<file path="config.mk">
export PLATFORM = sky130hd
export DESIGN_NAME = source_char_lexer_unit_flat
export DESIGN_NICKNAME = d
export VERILOG_FILES = /design/src/rtl/scl_pkg.sv /design/src/rtl/scl_char_if.sv /design/src/rtl/scl_token_if.sv /design/src/rtl/scl_front.sv /design/src/rtl/scl_queue.sv /design/src/rtl/scl_back.sv /design/src/rtl/source_char_lexer_unit.sv /design/src/flat_wrapper.sv
export SDC_FILE = /design/constraint.sdc
export NUM_CORES = 1
export LEC_CHECK = 0
export ABC_AREA = 1
export ABC_CLOCK_PERIOD_IN_PS = 10500
export BUFFER_PORTS_ARGS = -buffer_cell sky130_fd_sc_hd__clkbuf_2
export CORE_MARGIN = 2
export CORE_UTILIZATION = 50
export CTS_CLUSTER_DIAMETER = 40
export DETAILED_ROUTE_END_ITERATION = 7
export GPL_TIMING_DRIVEN = 1
export PLACE_DENSITY = 0.66
export SYNTH_ARGS = -nofsm -noshare
export SYNTH_HDL_FRONTEND = slang
export SYNTH_SLANG_ARGS = --single-unit
</file>
<file path="constraint.sdc">
create_clock -name clk -period 10.5 [get_ports clk]
set_input_delay 2.625 -clock clk [delete_from_list [all_inputs] [get_ports clk]]
set_output_delay 2.625 -clock clk [all_outputs]
set_load 0.02 [all_outputs]
</file>
<file path="src/rtl/scl_pkg.sv">
`timescale 1ns / 1ps

package scl_pkg;

	// Longest line that is counted; the column sticks at the last counted place.
	localparam int MAX_LINE = 256;
	localparam logic [7:0] COL_MAX = 8'((MAX_LINE > 256) ? 255 : MAX_LINE - 1);

	// Depth of the queue between the lexer and the output stage.
	localparam int QDEPTH = 4;
	localparam int QAW    = $clog2(QDEPTH);
	localparam int QCW    = $clog2(QDEPTH + 1);

	localparam logic [31:0] INT_TOP = 32'h7FFF_FFFF;
	localparam logic [31:0] INT_SAT = 32'h8000_0000;

	// Source bytes with a meaning of their own.
	localparam logic [7:0] CH_NUL        = 8'h00;
	localparam logic [7:0] CH_TAB        = 8'h09;
	localparam logic [7:0] CH_NL         = 8'h0A;
	localparam logic [7:0] CH_CR         = 8'h0D;
	localparam logic [7:0] CH_SPACE      = 8'h20;
	localparam logic [7:0] CH_BANG       = 8'h21;
	localparam logic [7:0] CH_DQUOTE     = 8'h22;
	localparam logic [7:0] CH_PERCENT    = 8'h25;
	localparam logic [7:0] CH_AMP        = 8'h26;
	localparam logic [7:0] CH_SQUOTE     = 8'h27;
	localparam logic [7:0] CH_LPAREN     = 8'h28;
	localparam logic [7:0] CH_RPAREN     = 8'h29;
	localparam logic [7:0] CH_STAR       = 8'h2A;
	localparam logic [7:0] CH_PLUS       = 8'h2B;
	localparam logic [7:0] CH_COMMA      = 8'h2C;
	localparam logic [7:0] CH_MINUS      = 8'h2D;
	localparam logic [7:0] CH_SLASH      = 8'h2F;
	localparam logic [7:0] CH_ZERO       = 8'h30;
	localparam logic [7:0] CH_NINE       = 8'h39;
	localparam logic [7:0] CH_COLON      = 8'h3A;
	localparam logic [7:0] CH_SEMI       = 8'h3B;
	localparam logic [7:0] CH_LT         = 8'h3C;
	localparam logic [7:0] CH_EQ         = 8'h3D;
	localparam logic [7:0] CH_GT         = 8'h3E;
	localparam logic [7:0] CH_UPPER_A    = 8'h41;
	localparam logic [7:0] CH_UPPER_Z    = 8'h5A;
	localparam logic [7:0] CH_LBRACK     = 8'h5B;
	localparam logic [7:0] CH_BSLASH     = 8'h5C;
	localparam logic [7:0] CH_RBRACK     = 8'h5D;
	localparam logic [7:0] CH_UNDERSCORE = 8'h5F;
	localparam logic [7:0] CH_LOWER_A    = 8'h61;
	localparam logic [7:0] CH_LOWER_N    = 8'h6E;
	localparam logic [7:0] CH_LOWER_T    = 8'h74;
	localparam logic [7:0] CH_LOWER_Z    = 8'h7A;
	localparam logic [7:0] CH_LBRACE     = 8'h7B;
	localparam logic [7:0] CH_BAR        = 8'h7C;
	localparam logic [7:0] CH_RBRACE     = 8'h7D;

	typedef enum logic [3:0] {
		M_IDLE,
		M_IDENT,
		M_INT,
		M_STR,
		M_COPEN,
		M_CESC,
		M_CCLOSE,
		M_OP,
		M_SKIP
	} mode_t;

	typedef enum logic [4:0] {
		TK_IDENT, TK_STRING, TK_INT, TK_CHAR, TK_SEMI, TK_LPAREN, TK_RPAREN,
		TK_LBRACE, TK_RBRACE, TK_LBRACK, TK_RBRACK, TK_ARROW, TK_MINUS, TK_SLASH,
		TK_PLUS, TK_STAR, TK_COMMA, TK_EQEQ, TK_ASSIGN, TK_COLON, TK_GE, TK_GT,
		TK_LE, TK_LT, TK_NE, TK_OROR, TK_OR, TK_ANDAND, TK_AND, TK_PERCENT
	} kind_t;

	typedef enum logic [2:0] {
		ERR_NONE,
		ERR_UNKNOWN,
		ERR_CHAR,
		ERR_STRING,
		ERR_OVERFLOW
	} err_t;

	typedef struct packed {
		kind_t       kind;
		logic [7:0]  column;
		logic [30:0] ival;
		logic [7:0]  cval;
		err_t        err;
	} res_t;

	// All results caused by one byte: one or two, on the same line.
	typedef struct packed {
		logic [15:0] line;
		logic        two;
		res_t        r0;
		res_t        r1;
	} bundle_t;

	function automatic res_t mk_res(kind_t kind, logic [7:0] column, logic [30:0] ival,
			logic [7:0] cval, err_t err);
		res_t r;
		r.kind   = kind;
		r.column = column;
		r.ival   = ival;
		r.cval   = cval;
		r.err    = err;
		return r;
	endfunction

	function automatic logic is_alpha(logic [7:0] c);
		return (c >= CH_LOWER_A && c <= CH_LOWER_Z) || (c >= CH_UPPER_A && c <= CH_UPPER_Z);
	endfunction

	function automatic logic is_digit(logic [7:0] c);
		return c >= CH_ZERO && c <= CH_NINE;
	endfunction

	function automatic logic is_space(logic [7:0] c);
		return c == CH_SPACE || (c >= CH_TAB && c <= CH_CR);
	endfunction

	// Bytes that may start a one- or two-byte operator.
	function automatic logic is_op_char(logic [7:0] c);
		return c == CH_MINUS || c == CH_SLASH || c == CH_EQ || c == CH_GT ||
			c == CH_LT || c == CH_BANG || c == CH_BAR || c == CH_AMP;
	endfunction

	function automatic logic is_punct(logic [7:0] c);
		return c == CH_SEMI || c == CH_LPAREN || c == CH_RPAREN || c == CH_LBRACE ||
			c == CH_RBRACE || c == CH_LBRACK || c == CH_RBRACK || c == CH_PLUS ||
			c == CH_STAR || c == CH_COMMA || c == CH_COLON || c == CH_PERCENT;
	endfunction

	function automatic kind_t punct_kind(logic [7:0] c);
		kind_t k;
		unique case (c)
			CH_SEMI:    k = TK_SEMI;
			CH_LPAREN:  k = TK_LPAREN;
			CH_RPAREN:  k = TK_RPAREN;
			CH_LBRACE:  k = TK_LBRACE;
			CH_RBRACE:  k = TK_RBRACE;
			CH_LBRACK:  k = TK_LBRACK;
			CH_RBRACK:  k = TK_RBRACK;
			CH_PLUS:    k = TK_PLUS;
			CH_STAR:    k = TK_STAR;
			CH_COMMA:   k = TK_COMMA;
			CH_COLON:   k = TK_COLON;
			CH_PERCENT: k = TK_PERCENT;
			default:    k = TK_IDENT;
		endcase
		return k;
	endfunction

	// One-byte meaning of a held operator byte; a lone bang is an error.
	function automatic res_t single_op(logic [7:0] p, logic [7:0] start);
		res_t r;
		r = mk_res(TK_IDENT, start, '0, '0, ERR_NONE);
		unique case (p)
			CH_MINUS: r.kind = TK_MINUS;
			CH_SLASH: r.kind = TK_SLASH;
			CH_EQ:    r.kind = TK_ASSIGN;
			CH_GT:    r.kind = TK_GT;
			CH_LT:    r.kind = TK_LT;
			CH_BAR:   r.kind = TK_OR;
			CH_AMP:   r.kind = TK_AND;
			default:  r.err  = ERR_UNKNOWN;
		endcase
		return r;
	endfunction

	function automatic res_t int_res(logic [31:0] acc, logic [7:0] start);
		res_t r;
		if (acc > INT_TOP) begin
			r = mk_res(TK_INT, start, INT_TOP[30:0], '0, ERR_OVERFLOW);
		end else begin
			r = mk_res(TK_INT, start, acc[30:0], '0, ERR_NONE);
		end
		return r;
	endfunction

endpackage

</file>
<file path="src/rtl/scl_char_if.sv">
`timescale 1ns / 1ps

interface scl_char_if;
	logic        valid;
	logic        ready;
	logic [7:0]  ch;
	logic [15:0] line_number;
	logic        line_last;

	modport source(output valid, ch, line_number, line_last, input ready);
	modport sink(input valid, ch, line_number, line_last, output ready);
endinterface

</file>
<file path="src/rtl/scl_token_if.sv">
`timescale 1ns / 1ps

interface scl_token_if;
	logic        valid;
	logic        ready;
	logic [4:0]  token_kind;
	logic [15:0] token_line;
	logic [7:0]  token_column;
	logic [30:0] int_value;
	logic [7:0]  char_value;
	logic [2:0]  error_kind;
	logic        result_last;

	modport source(output valid, token_kind, token_line, token_column, int_value,
		char_value, error_kind, result_last, input ready);
	modport sink(input valid, token_kind, token_line, token_column, int_value,
		char_value, error_kind, result_last, output ready);
endinterface

</file>
<file path="src/rtl/scl_front.sv">
`timescale 1ns / 1ps

module scl_front (
	input  logic              clk,
	input  logic              arst_n,
	scl_char_if.sink          chars,
	input  logic              full,
	output logic              push,
	output scl_pkg::bundle_t  bundle
);

	scl_pkg::mode_t mode_q;
	logic [7:0]     col_q;
	logic [7:0]     start_q;
	logic [31:0]    accum_q;
	logic [7:0]     pend_q;

	scl_pkg::mode_t mode_d;
	logic [7:0]     col_d;
	logic [7:0]     start_d;
	logic [31:0]    accum_d;
	logic [7:0]     pend_d;

	logic           accept;
	logic [7:0]     c;
	logic [7:0]     col;

	scl_pkg::res_t  ep, ei, ef;
	logic           ep_v, ei_v, ef_v;
	logic           do_idle;
	logic [35:0]    prod;
	scl_pkg::kind_t pair_k;
	logic           pair_v;

	assign chars.ready = !full;
	assign accept      = chars.valid && chars.ready;
	assign c           = chars.ch;
	assign col         = col_q;

	// Accumulate the next decimal digit; shift-and-add for the times ten.
	assign prod = ({4'b0, accum_q} << 3) + ({4'b0, accum_q} << 1) + 36'(c[3:0]);

	always_comb begin
		mode_d  = mode_q;
		start_d = start_q;
		accum_d = accum_q;
		pend_d  = pend_q;
		ep      = '0;
		ei      = '0;
		ef      = '0;
		ep_v    = 1'b0;
		ei_v    = 1'b0;
		ef_v    = 1'b0;
		do_idle = 1'b0;
		pair_v  = 1'b1;
		pair_k  = scl_pkg::TK_IDENT;

		// Two-byte operator match for a held operator byte.
		if (pend_q == scl_pkg::CH_MINUS && c == scl_pkg::CH_GT) begin
			pair_k = scl_pkg::TK_ARROW;
		end else if (pend_q == scl_pkg::CH_EQ && c == scl_pkg::CH_EQ) begin
			pair_k = scl_pkg::TK_EQEQ;
		end else if (pend_q == scl_pkg::CH_GT && c == scl_pkg::CH_EQ) begin
			pair_k = scl_pkg::TK_GE;
		end else if (pend_q == scl_pkg::CH_LT && c == scl_pkg::CH_EQ) begin
			pair_k = scl_pkg::TK_LE;
		end else if (pend_q == scl_pkg::CH_BANG && c == scl_pkg::CH_EQ) begin
			pair_k = scl_pkg::TK_NE;
		end else if (pend_q == scl_pkg::CH_BAR && c == scl_pkg::CH_BAR) begin
			pair_k = scl_pkg::TK_OROR;
		end else if (pend_q == scl_pkg::CH_AMP && c == scl_pkg::CH_AMP) begin
			pair_k = scl_pkg::TK_ANDAND;
		end else begin
			pair_v = 1'b0;
		end

		unique case (mode_q)
			scl_pkg::M_IDLE: begin
				do_idle = 1'b1;
			end
			scl_pkg::M_IDENT: begin
				if (scl_pkg::is_alpha(c) || scl_pkg::is_digit(c) ||
						c == scl_pkg::CH_UNDERSCORE) begin
					start_d = col;
				end else begin
					ep      = scl_pkg::mk_res(scl_pkg::TK_IDENT, start_q, '0, '0,
						scl_pkg::ERR_NONE);
					ep_v    = 1'b1;
					do_idle = 1'b1;
				end
			end
			scl_pkg::M_INT: begin
				if (scl_pkg::is_digit(c)) begin
					start_d = col;
					accum_d = (prod > 36'(scl_pkg::INT_TOP)) ? scl_pkg::INT_SAT : prod[31:0];
				end else begin
					ep   = scl_pkg::int_res(accum_q, start_q);
					ep_v = 1'b1;
					if (accum_q > scl_pkg::INT_TOP) begin
						mode_d = scl_pkg::M_SKIP;
					end else begin
						do_idle = 1'b1;
					end
				end
			end
			scl_pkg::M_STR: begin
				if (c == scl_pkg::CH_DQUOTE) begin
					ep     = scl_pkg::mk_res(scl_pkg::TK_STRING, col, '0, '0,
						scl_pkg::ERR_NONE);
					ep_v   = 1'b1;
					mode_d = scl_pkg::M_IDLE;
				end else begin
					start_d = col;
				end
			end
			scl_pkg::M_COPEN: begin
				if (c == scl_pkg::CH_BSLASH) begin
					mode_d = scl_pkg::M_CESC;
				end else begin
					pend_d = c;
					mode_d = scl_pkg::M_CCLOSE;
				end
			end
			scl_pkg::M_CESC: begin
				mode_d = scl_pkg::M_CCLOSE;
				if (c == scl_pkg::CH_LOWER_N) begin
					pend_d = scl_pkg::CH_NL;
				end else if (c == scl_pkg::CH_BSLASH) begin
					pend_d = scl_pkg::CH_BSLASH;
				end else if (c == scl_pkg::CH_LOWER_T) begin
					pend_d = scl_pkg::CH_TAB;
				end else if (c == scl_pkg::CH_ZERO) begin
					pend_d = scl_pkg::CH_NUL;
				end else begin
					ep     = scl_pkg::mk_res(scl_pkg::TK_CHAR, start_q, '0, '0,
						scl_pkg::ERR_CHAR);
					ep_v   = 1'b1;
					mode_d = scl_pkg::M_SKIP;
				end
			end
			scl_pkg::M_CCLOSE: begin
				ep_v = 1'b1;
				if (c == scl_pkg::CH_SQUOTE) begin
					ep     = scl_pkg::mk_res(scl_pkg::TK_CHAR, start_q, '0, pend_q,
						scl_pkg::ERR_NONE);
					mode_d = scl_pkg::M_IDLE;
				end else begin
					ep     = scl_pkg::mk_res(scl_pkg::TK_CHAR, start_q, '0, '0,
						scl_pkg::ERR_CHAR);
					mode_d = scl_pkg::M_SKIP;
				end
			end
			scl_pkg::M_OP: begin
				if (pair_v) begin
					ep     = scl_pkg::mk_res(pair_k, start_q, '0, '0, scl_pkg::ERR_NONE);
					ep_v   = 1'b1;
					mode_d = scl_pkg::M_IDLE;
				end else if (pend_q == scl_pkg::CH_SLASH && c == scl_pkg::CH_SLASH) begin
					mode_d = scl_pkg::M_SKIP;
				end else begin
					ep   = scl_pkg::single_op(pend_q, start_q);
					ep_v = 1'b1;
					if (ep.err != scl_pkg::ERR_NONE) begin
						mode_d = scl_pkg::M_SKIP;
					end else begin
						do_idle = 1'b1;
					end
				end
			end
			scl_pkg::M_SKIP: begin
				mode_d = scl_pkg::M_SKIP;
			end
			default: begin
				mode_d = scl_pkg::M_SKIP;
			end
		endcase

		// Byte seen between tokens: skip a space, open a token, emit a one-byte one, or flag an unknown byte.
		if (do_idle) begin
			mode_d = scl_pkg::M_IDLE;
			if (scl_pkg::is_space(c)) begin
				mode_d = scl_pkg::M_IDLE;
			end else if (scl_pkg::is_alpha(c)) begin
				mode_d  = scl_pkg::M_IDENT;
				start_d = col;
			end else if (scl_pkg::is_digit(c)) begin
				mode_d  = scl_pkg::M_INT;
				start_d = col;
				accum_d = 32'(c[3:0]);
			end else if (c == scl_pkg::CH_DQUOTE) begin
				mode_d  = scl_pkg::M_STR;
				start_d = col;
			end else if (c == scl_pkg::CH_SQUOTE) begin
				mode_d  = scl_pkg::M_COPEN;
				start_d = col;
			end else if (scl_pkg::is_punct(c)) begin
				ei   = scl_pkg::mk_res(scl_pkg::punct_kind(c), col, '0, '0, scl_pkg::ERR_NONE);
				ei_v = 1'b1;
			end else if (scl_pkg::is_op_char(c)) begin
				mode_d  = scl_pkg::M_OP;
				pend_d  = c;
				start_d = col;
			end else begin
				ei     = scl_pkg::mk_res(scl_pkg::TK_IDENT, col, '0, '0, scl_pkg::ERR_UNKNOWN);
				ei_v   = 1'b1;
				mode_d = scl_pkg::M_SKIP;
			end
		end

		// Line end: flush the open token, then return to the reset state.
		if (chars.line_last) begin
			ef_v = 1'b1;
			case (mode_d)
				scl_pkg::M_IDENT: ef = scl_pkg::mk_res(scl_pkg::TK_IDENT, start_d, '0, '0,
					scl_pkg::ERR_NONE);
				scl_pkg::M_INT: ef = scl_pkg::int_res(accum_d, start_d);
				scl_pkg::M_STR: ef = scl_pkg::mk_res(scl_pkg::TK_STRING, start_d, '0, '0,
					scl_pkg::ERR_STRING);
				scl_pkg::M_COPEN, scl_pkg::M_CESC, scl_pkg::M_CCLOSE:
					ef = scl_pkg::mk_res(scl_pkg::TK_CHAR, start_d, '0, '0, scl_pkg::ERR_CHAR);
				scl_pkg::M_OP: ef = scl_pkg::single_op(pend_d, start_d);
				default: ef_v = 1'b0;
			endcase
			mode_d  = scl_pkg::M_IDLE;
			start_d = '0;
			accum_d = '0;
			pend_d  = '0;
		end
	end

	always_comb begin
		if (chars.line_last) begin
			col_d = '0;
		end else if (col_q < scl_pkg::COL_MAX) begin
			col_d = col_q + 8'd1;
		end else begin
			col_d = col_q;
		end
	end

	// Pack the results in order; a byte never causes more than two.
	always_comb begin
		bundle.line = chars.line_number;
		bundle.two  = (ep_v && ei_v) || (ep_v && ef_v) || (ei_v && ef_v);
		bundle.r0   = ep_v ? ep : (ei_v ? ei : ef);
		bundle.r1   = (ep_v && ei_v) ? ei : ef;
	end

	assign push = accept && (ep_v || ei_v || ef_v);

	always_ff @(posedge clk or negedge arst_n) begin
		if (!arst_n) begin
			mode_q  <= scl_pkg::M_IDLE;
			col_q   <= '0;
			start_q <= '0;
			accum_q <= '0;
			pend_q  <= '0;
		end else if (accept) begin
			mode_q  <= mode_d;
			col_q   <= col_d;
			start_q <= start_d;
			accum_q <= accum_d;
			pend_q  <= pend_d;
		end
	end

`ifndef SYNTH
	a_line_end_clears : assert property (@(posedge clk) disable iff (!arst_n)
		accept && chars.line_last |=> mode_q == scl_pkg::M_IDLE && col_q == '0)
		else $error("lexer state not cleared after line end");
`endif

endmodule

</file>
<file path="src/rtl/scl_queue.sv">
`timescale 1ns / 1ps

module scl_queue (
	input  logic              clk,
	input  logic              arst_n,
	input  logic              push,
	input  scl_pkg::bundle_t  wdata,
	output logic              full,
	input  logic              pop,
	output logic              empty,
	output scl_pkg::bundle_t  head
);

	scl_pkg::bundle_t              mem [scl_pkg::QDEPTH];
	logic [scl_pkg::QAW-1:0]       wr_q;
	logic [scl_pkg::QAW-1:0]       rd_q;
	logic [scl_pkg::QCW-1:0]       cnt_q;

	assign full  = cnt_q == scl_pkg::QCW'(scl_pkg::QDEPTH);
	assign empty = cnt_q == '0;
	assign head  = mem[rd_q];

	always_ff @(posedge clk) begin
		if (push) begin
			mem[wr_q] <= wdata;
		end
	end

	always_ff @(posedge clk or negedge arst_n) begin
		if (!arst_n) begin
			wr_q  <= '0;
			rd_q  <= '0;
			cnt_q <= '0;
		end else begin
			if (push) begin
				wr_q <= (wr_q == scl_pkg::QAW'(scl_pkg::QDEPTH - 1)) ? '0 : wr_q + 1'b1;
			end
			if (pop) begin
				rd_q <= (rd_q == scl_pkg::QAW'(scl_pkg::QDEPTH - 1)) ? '0 : rd_q + 1'b1;
			end
			if (push && !pop) begin
				cnt_q <= cnt_q + 1'b1;
			end else if (pop && !push) begin
				cnt_q <= cnt_q - 1'b1;
			end
		end
	end

`ifndef SYNTH
	a_no_overrun : assert property (@(posedge clk) disable iff (!arst_n)
		push |-> !full)
		else $error("queue written while full");
	a_no_underrun : assert property (@(posedge clk) disable iff (!arst_n)
		pop |-> !empty)
		else $error("queue read while empty");
`endif

endmodule

</file>
<file path="src/rtl/scl_back.sv">
`timescale 1ns / 1ps

module scl_back (
	input  logic              clk,
	input  logic              arst_n,
	input  logic              empty,
	input  scl_pkg::bundle_t  head,
	output logic              pop,
	scl_token_if.source       tokens
);

	scl_pkg::bundle_t hold_q;
	logic             hv_q;
	logic             sel_q;
	scl_pkg::res_t    cur;
	logic             out_last;
	logic             out_acc;

	assign cur      = sel_q ? hold_q.r1 : hold_q.r0;
	assign out_last = sel_q || !hold_q.two;
	assign out_acc  = tokens.valid && tokens.ready;
	assign pop      = !empty && (!hv_q || (out_acc && out_last));

	assign tokens.valid        = hv_q;
	assign tokens.token_kind   = cur.kind;
	assign tokens.token_line   = hold_q.line;
	assign tokens.token_column = cur.column;
	assign tokens.int_value    = cur.ival;
	assign tokens.char_value   = cur.cval;
	assign tokens.error_kind   = cur.err;
	assign tokens.result_last  = out_last;

	always_ff @(posedge clk) begin
		if (pop) begin
			hold_q <= head;
		end
	end

	always_ff @(posedge clk or negedge arst_n) begin
		if (!arst_n) begin
			hv_q  <= 1'b0;
			sel_q <= 1'b0;
		end else if (pop) begin
			hv_q  <= 1'b1;
			sel_q <= 1'b0;
		end else if (out_acc) begin
			hv_q  <= !out_last;
			sel_q <= !out_last;
		end
	end

`ifndef SYNTH
	a_second_only_if_two : assert property (@(posedge clk) disable iff (!arst_n)
		sel_q |-> hv_q && hold_q.two)
		else $error("second result shown for a single-result request");
`endif

endmodule

</file>
<file path="src/rtl/source_char_lexer_unit.sv">
`timescale 1ns / 1ps
// Path: a byte's results are written to the queue when the byte is accepted and are moved
//   into the output register before they are offered.
// Throughput: one byte per cycle while the queue is not full; a byte that causes two
//   tokens holds the output for both, as the port moves one token per cycle when ready.
// A four-entry queue between the lexer and the output register absorbs such bursts.
// Reset: the lexer returns to idle at column zero and the queue and output empty at once.

module source_char_lexer_unit (
	input  logic          clk,
	input  logic          arst_n,
	scl_char_if.sink      chars,
	scl_token_if.source   tokens
);

	// Front to queue: one bundle of results per source byte that causes any.
	logic             push;
	logic             full;
	scl_pkg::bundle_t wbundle;

	// Queue to output stage.
	logic             pop;
	logic             empty;
	scl_pkg::bundle_t head;

	// Classify each byte and track the open token; stall only when the queue is full.
	scl_front u_front (
		.clk    (clk),
		.arst_n (arst_n),
		.chars  (chars),
		.full   (full),
		.push   (push),
		.bundle (wbundle)
	);

	// Hold pending bundles so the lexer keeps running while the output is stalled.
	scl_queue u_queue (
		.clk    (clk),
		.arst_n (arst_n),
		.push   (push),
		.wdata  (wbundle),
		.full   (full),
		.pop    (pop),
		.empty  (empty),
		.head   (head)
	);

	// Register each bundle and hand its tokens out one request at a time,
	// marking the last one caused by its byte.
	scl_back u_back (
		.clk    (clk),
		.arst_n (arst_n),
		.empty  (empty),
		.head   (head),
		.pop    (pop),
		.tokens (tokens)
	);

endmodule
</file>
<file path="src/flat_wrapper.sv">
// flat-port wrapper written by rule: the top's interface ports become plain ports
module source_char_lexer_unit_flat 
  (clk, arst_n, chars_valid, chars_ch, chars_line_number, chars_line_last, chars_ready, tokens_valid, tokens_token_kind, tokens_token_line, tokens_token_column, tokens_int_value, tokens_char_value, tokens_error_kind, tokens_result_last, tokens_ready);
  scl_char_if chars_i ();
  scl_token_if tokens_i ();
  input  logic clk;
  input  logic arst_n;
  input wire logic [$bits(chars_i.valid)-1:0] chars_valid;
  input wire logic [$bits(chars_i.ch)-1:0] chars_ch;
  input wire logic [$bits(chars_i.line_number)-1:0] chars_line_number;
  input wire logic [$bits(chars_i.line_last)-1:0] chars_line_last;
  output wire logic [$bits(chars_i.ready)-1:0] chars_ready;
  output wire logic [$bits(tokens_i.valid)-1:0] tokens_valid;
  output wire logic [$bits(tokens_i.token_kind)-1:0] tokens_token_kind;
  output wire logic [$bits(tokens_i.token_line)-1:0] tokens_token_line;
  output wire logic [$bits(tokens_i.token_column)-1:0] tokens_token_column;
  output wire logic [$bits(tokens_i.int_value)-1:0] tokens_int_value;
  output wire logic [$bits(tokens_i.char_value)-1:0] tokens_char_value;
  output wire logic [$bits(tokens_i.error_kind)-1:0] tokens_error_kind;
  output wire logic [$bits(tokens_i.result_last)-1:0] tokens_result_last;
  input wire logic [$bits(tokens_i.ready)-1:0] tokens_ready;
  assign chars_i.valid = chars_valid;
  assign chars_i.ch = chars_ch;
  assign chars_i.line_number = chars_line_number;
  assign chars_i.line_last = chars_line_last;
  assign chars_ready = chars_i.ready;
  assign tokens_valid = tokens_i.valid;
  assign tokens_token_kind = tokens_i.token_kind;
  assign tokens_token_line = tokens_i.token_line;
  assign tokens_token_column = tokens_i.token_column;
  assign tokens_int_value = tokens_i.int_value;
  assign tokens_char_value = tokens_i.char_value;
  assign tokens_error_kind = tokens_i.error_kind;
  assign tokens_result_last = tokens_i.result_last;
  assign tokens_i.ready = tokens_ready;
  source_char_lexer_unit u_core (.clk(clk), .arst_n(arst_n), .chars(chars_i), .tokens(tokens_i));
endmodule
</file>
==> run summary, run 1 <==
Area grow syn2layout -> 13.5%
Slew headroom -> 26.5%
Post-cts gate resize count -> 0
Post-DP HPWL -> 49,200 um
Clock root cell -> clkbuf_16
Syn_area_per_cell -> 10.4 um^2
Final setup viols -> 0
Top delay family on crit path -> simple AND/OR/NAND/NOR gates
Total Wirelength -> 80,400 um
Worst Path Arrival -> 7.66 ns
IO Count -> 103
Hold WC Path Type -> reg -> reg
First DRT Iteration DRCs -> 2,235
Comb pwr share -> 29.9%
Die H -> 252 um
NumNets Final -> 3,117
Post-CTS setup buffers -> 0
Critical path required time -> 10.86 ns
CP max FO -> 53
Most common cell after layout, fill and taps aside -> edfxtp_1
Max Cap Violations -> 0
CP Capture Type -> flop
Layout Skew -> 0.0539 ns
Hold Fails Final Rpt -> 0
Status -> completed
Unrepaired setup endpoints after global routing -> no
Sequential share of the synthesized area -> 63.6%
Width of the die -> 252 um
Leakage -> 13.5 nW
Synthesized Nets -> 3,058
PnR Total Power -> 9.98 mW
F_max -> 137 MHz
Number of remaining DRC errors -> 0
Core ar. -> 60,600 um^2
Final WS setup -> 3.20 ns
Cell Int Power -> 6.35 mW
Synth Warn # -> 0
Commonest non-fill, non-tap cells in the layout -> edfxtp_1, nand2_1, nor2_1, o21ai_0, o22ai_1
# rows -> 90
Worst slack, placed -> 2.62 ns
Clock transition at path regs -> 0.06 ns
Total GRT Usage -> 25.2%
Peak supply drop -> 0.271 mV
GR Overflow Total -> 0
Critical Path Start Type -> input pin
Post-CTS Hold Buffers -> 0
DR pass1 iterations -> 8
P_sw -> 3.63 mW
DP Area -> 31,900 um^2
Clock sinks -> 664
Mapped cell area -> 30,800 um^2
Initial Util -> 50.9%
First-pass GRT wire length -> 124,000 um
WP buf/inv -> 7
Pins Over Slew Limit -> 0
CTS max path bufs -> 3
WS Path Type -> in -> reg
Clk_lat worst skew -> 0.64 ns
Switch share -> 36.4%
Clock H-tree levels -> 3
Crit-path most repeated cell -> inv_2
Least-Margin Pin Slew -> 1.10 ns
Post-layout util -> 57.7%
Num CTS Buffers -> 88
Cells along the critical path -> clkbuf_2, nand2_2, inv_2, nand2_4, nor2_8, inv_2, nand2_4, o22ai_1, inv_2, nand3_2, nand2_2, o21ai_2, inv_2, nand3_1, nand2_1, inv_2, nand2_2, inv_2, nand2_4, o21ai_1, or2_1
Setup TNS Final -> 0 ns
CTS tree -> yes
Post-synthesis cell type count -> 57
Fraction of layout cells with a size suffix above 1 -> 11.3%
Vias/cell -> 5.87
Yosys reg bits -> 664
Proportion of power drawn by the clock network -> 30.6%
Initial antenna violation count -> 0
Via Count -> 22,700
Critical path's largest stage delay -> 0.64 ns
Tcrit/Tclk final -> 69.5%
Antenna Cells -> 0
Vias in the first global route -> 21,900
Final estimated routing congestion in global placement -> 0.981
Min Clock Period, post-route -> 7.30 ns
Port Buf Inserts -> 102
Synth Instances -> 2,956
Sequential Power Share -> 39.4%
Crit-path slowest cell -> nand2_4
WL/cell -> 20.8 um
Post-route cell area -> 35,000 um^2
Post-route ant nets -> 0
DIE AREA -> 63,600 um^2
Largest net degree at the start of global routing -> 241
Pwr Density -> 286 nW/um^2
[power by group through the flow]
stage          logic, mW  registers [mW]  clock network (mW)
3_3_place_gp        2.92            3.96                   0
5_1_grt             3.31            3.99                3.21
4_1_cts             3.00            3.93                3.10
6_report            2.99            3.93                3.06
2_1_floorplan       2.08            3.98                   0
3_5_place_dp        2.99            3.98                   0
[registers in the layout (all words and copies together) (netlist names), 3 cells and up]
signal	cells
u_core.u_front.pend_q	8
u_core.u_queue.cnt_q	3
u_core.u_queue.mem	476
u_core.u_front.accum_q	32
u_core.u_front.col	8
u_core.u_front.start_q	8
u_core.u_front.mode_q	4
u_core.u_back.tokens.token_line	16
u_core.u_back.hold_q	103
[cell usage after synthesis, drive strengths merged]
master / count / area [um^2]
a311oi: 2 / 17.5
a21oi: 90 / 458
o31ai: 2 / 15.0
o22ai: 162 / 1010
o2111ai: 1 / 8.76
inv: 176 / 661
o21a: 2 / 15.0
nand3b: 4 / 30.0
o41ai: 1 / 8.76
a21o: 3 / 22.5
o21ai: 399 / 2010
buf: 49 / 315
edfxtp: 595 / 17900
nor3: 25 / 135
nand4: 21 / 138
a22oi: 9 / 67.6
ha: 70 / 876
mux2i: 1 / 10.0
o211ai: 5 / 37.5
o311ai: 2 / 17.5
o32ai: 1 / 8.76
nor2: 403 / 1570
a31oi: 11 / 68.8
nand2: 595 / 2280
a211oi: 1 / 7.51
xnor2: 21 / 184
nand3: 89 / 473
dfrtp: 69 / 1730
xor2: 9 / 78.8
or2: 16 / 100
clkbuf: 101 / 380
o21bai: 5 / 37.5
mux2: 1 / 11.3
a21boi: 1 / 11.3
clkinv: 2 / 7.51
nor3b: 4 / 30.0
nor4: 5 / 46.3
fa: 3 / 60.1
[final timing paths]
| kind | start | to | slack [ns] | cells after the start |
|---|---|---|---|---|
| max | chars_ch[5] | u_core.u_queue.mem[0][85] | 3.20 | 21 |
| min | u_core.u_queue.cnt_q[2] | u_core.u_queue.cnt_q[2] | 0.50 | 1 |
| max reg2reg | u_core.u_front.mode_q[2] | u_core.u_queue.mem[0][85] | 5.09 | 18 |
| min reg2reg | u_core.u_queue.cnt_q[2] | u_core.u_queue.cnt_q[2] | 0.50 | 1 |
| max in group asynchronous | arst_n | u_core.u_front.accum_q[27] | 7.48 | 2 |
| min in group asynchronous | arst_n | u_core.u_queue.rd_q[0] | 1.78 | 1 |
[layout make-up]
type,count,area (um^2)
inverter,178,674
multi-input combinational,1964,9890
sequential,664,19600
clock buffer,106,2410
clock inverter,59,693
timing repair buffer,119,716
tap,782,978
fill,4992,25600
[kinds of logic after synthesis]
logic type | after synthesis | synth area share [%]
multiplexers | 2 | 0.0690
adder cells (fa/ha/maj) | 73 | 3.04
XOR/XNOR | 30 | 0.853
AND/OR/NAND/NOR | 1162 | 15.6
flip-flops | 664 | 63.6
AO/OA/AOI/OAI | 697 | 12.4
buffers and inverters | 328 | 4.43
[stage by stage]
| step | cells | hold slack [ns] |
|---|---|---|
| 3_5_place_dp | 3707 | 0.497 |
| 6_report | 3872 | 0.505 |
| 5_1_grt | 3872 | 0.524 |
| 3_3_place_gp | 3707 | 0.485 |
| 4_1_cts | 3872 | 0.505 |
| 2_1_floorplan | 2956 | 0.469 |
[routing by layer]
metal | part of all wire (%) | wire [um] | global-route usage (%) | vias to the layer above
li1 | - | - | - | 10600
met1 | 44 | 35600 | 36.7 | 11100
met2 | 45 | 36300 | 39.2 | 975
met3 | 8.2 | 6620 | 4.06 | 134
met4 | 2.3 | 1850 | 7.59 | 0
met5 | 0 | 0 | 0 | -
(Power assumes the default switching activity.)
==> run 2: changes to the inputs <==
Settings changed: ABC_CLOCK_PERIOD_IN_PS 10500 to 6100, PLACE_DENSITY 0.66 to 0.69.
Clock period 10.5 ns to 6.1 ns, I/O delays scaled along.
==> run 2 against run 1 <==
  * Setup slack lost 2.2 ns
  * Clock skew fell by 0.018 ns
  * First-iteration DRC count grew 5.6%
==> run summary, run 2 (synthesized netlist as in run 1, its figures left out) <==
Status -> completed (unchanged)
Clk_lat worst skew -> 0.64 ns (about the same)
DIE AREA -> 63,600 um^2 (unchanged)
Post-CTS Hold Buffers -> 0 (unchanged)
Area grow syn2layout -> 14.0% (was 13.5%)
Port Buf Inserts -> 102 (unchanged)
Final setup viols -> 0 (unchanged)
First-pass GRT wire length -> 128,000 um (was 124,000 um)
Num CTS Buffers -> 86 (was 88)
Vias in the first global route -> 22,400 (was 21,900)
CTS max path bufs -> 3 (unchanged)
# rows -> 90 (unchanged)
Final WS setup -> 0.989 ns (was 3.20 ns)
Die H -> 252 um (unchanged)
Setup TNS Final -> 0 ns (unchanged)
Layout Skew -> 0.0359 ns (was 0.0539 ns)
Total Wirelength -> 82,600 um (was 80,400 um)
Non-Filler Instances -> 3,908 (was 3,872)
GR Overflow Total -> 0 (unchanged)
Largest regs -> u_core.u_queue.mem: 476 flops, u_core.u_back.hold_q: 103 flops, u_core.u_front.accum_q: 32 flops (unchanged)
Vias/cell -> 5.87 (about the same)
Width of the die -> 252 um (unchanged)
Max Cap Violations -> 0 (unchanged)
Number of remaining DRC errors -> 0 (unchanged)
CP max FO -> 23 (was 53)
FILL cells -> 4,883 (was 4,992)
Hold Fails Final Rpt -> 0 (unchanged)
Clock H-tree levels -> 3 (unchanged)
Via Count -> 22,900 (was 22,700)
Largest net degree at the start of global routing -> 173 (was 241)
Critical Path Start Type -> input pin (unchanged)
Tcrit/Tclk final -> 83.8%
Biggest register -> u_core.u_queue.mem (unchanged)
Final estimated routing congestion in global placement -> 0.957 (was 0.981)
Clock transition at path regs -> 0.05 ns (was 0.06 ns)
Unrepaired setup endpoints after global routing -> no (unchanged)
Dpl cells -> 3,748 (was 3,707)
Met2 Use GR -> 40.9% (was 39.2%)
NumNets Final -> 3,156 (was 3,117)
Pins Over Slew Limit -> 0 (unchanged)
IO Count -> 103 (unchanged)
Worst Path Arrival -> 5.46 ns (was 7.66 ns)
Top Usage Layer GRT -> met2 (unchanged)
Max FFs per register -> 476 (unchanged)
Initial antenna violation count -> 1 (was 0)
Peak supply drop -> 0.297 mV (was 0.271 mV)
Commonest non-fill, non-tap cells in the layout -> edfxtp_1, nand2_1, nor2_1, o21ai_0, o22ai_1 (unchanged)
Pwr Density -> 484 nW/um^2 (was 286 nW/um^2)
Total GRT Usage -> 26.1% (was 25.2%)
WL/cell -> 21.1 um (was 20.8 um)
GRT met1 Usage -> 36.2% (was 36.7%)
CTS tree -> yes (unchanged)
Worst slack, placed -> 0.383 ns (was 2.62 ns)
Hold path depth -> 1 (unchanged)
Post-route ant nets -> 0 (unchanged)
Leakage -> 13.5 nW (about the same)
WS Path Type -> in -> reg (unchanged)
Critical path required time -> 6.45 ns (was 10.86 ns)
Antenna Cells -> 0 (unchanged)
M3 GR Usage -> 5.47% (was 4.06%)
DR pass1 iterations -> 6 (was 8)
Least-Margin Pin Slew -> 1.37 ns (was 1.10 ns)
Fraction of layout cells with a size suffix above 1 -> 12.2% (was 11.3%)
Worst Reg-to-Reg Cells -> 21 (was 18)
Post-DP HPWL -> 52,400 um (was 49,200 um)
Post-CTS setup buffers -> 0 (unchanged)
PnR Total Power -> 17.0 mW (was 9.98 mW)
First DRT Iteration DRCs -> 2,360 (was 2,235)
Core ar. -> 60,600 um^2 (unchanged)
Clock sinks -> 664 (unchanged)
Min Clock Period, post-route -> 5.11 ns
Most common cell after layout, fill and taps aside -> edfxtp_1 (unchanged)
Initial Util -> 50.9% (unchanged)
Post-cts gate resize count -> 0 (unchanged)
F_max -> 196 MHz
Slew headroom -> 8.47% (was 26.5%)
Hold WC Path Type -> reg -> reg (unchanged)
CP Capture Type -> flop (unchanged)
Clock root cell -> clkbuf_16 (unchanged)
-- run 2: cell types whose count changed in the layout (fill, tap and decap cells not counted), sizes merged --
cell and change:
clkbuf -3, buf +41, inv +5, clkinvlp +8, clkinv -10, bufinv -5
-- run 2: power by group --
| group | switching [mW] | internal [mW] | leakage [nW] |
|---|---|---|---|
| Sequential | 0.473 | 6.35 | 6.45 |
| Clock | 2.02 | 2.86 | 1.33 |
| Combinational | 3.83 | 1.47 | 5.76 |
-- run 2: worst paths after layout --
kind                                             end                     start  slack, ns
max                        u_core.u_queue.mem[0][83]               chars_ch[3]       0.99
min                          u_core.u_queue.cnt_q[2]   u_core.u_queue.cnt_q[2]       0.50
max reg2reg                  u_core.u_queue.cnt_q[2]  u_core.u_front.pend_q[7]       1.48
min reg2reg                  u_core.u_queue.cnt_q[2]   u_core.u_queue.cnt_q[2]       0.50
max in group asynchronous     u_core.u_queue.rd_q[0]                    arst_n       4.23
min in group asynchronous     u_core.u_queue.rd_q[1]                    arst_n       1.10
-- run 2: metrics by stage --
stage | instance area, um^2 | utilization [%] | hold slack [ns]
2_1_floorplan | 30800 | - | 0.469
3_3_place_gp | 32300 | 53.3 | 0.485
3_5_place_dp | 32300 | 53.3 | 0.495
4_1_cts | 35100 | 58.0 | 0.503
5_1_grt | 35100 | 58.0 | 0.529
6_report | 35100 | 58.0 | 0.500
-- run 2: final cells by class --
| class | instances | area, um^2 | area share (%) |
|---|---|---|---|
| Inverter | 178 | 674 | 1.92 |
| Timing Repair Buffer | 160 | 1140 | 3.24 |
| Multi-Input combinational cell | 1964 | 9890 | 28.2 |
| Clock inverter | 57 | 563 | 1.60 |
| Clock buffer | 103 | 2270 | 6.46 |
| Tap cell | 782 | 978 | 2.79 |
| Sequential cell | 664 | 19600 | 55.8 |
-- run 2: critical path: stages --
cell and delay [ns]:
clkbuf_2 0.18, inv_2 0.09, fa_1 0.53, fa_1 0.48, o21ai_0 0.40, a21oi_1 0.18
o21bai_1 0.25, nand2_1 0.08, nand2_1 0.15, nand2_1 0.09, nand3_1 0.07, nand2_1 0.06
nor2_1 0.15, nand3_1 0.13, nand2_1 0.08, nand2_1 0.10, nand2_4 0.34, o21ai_1 0.25
or2_1 0.31
-- run 2: routing by layer --
metal | share of wire (%) | vias up
met3 | 8.7 | 145
met2 | 46 | 997
li1 | - | 10600
met5 | 0 | -
met1 | 43 | 11200
met4 | 2.6 | 0
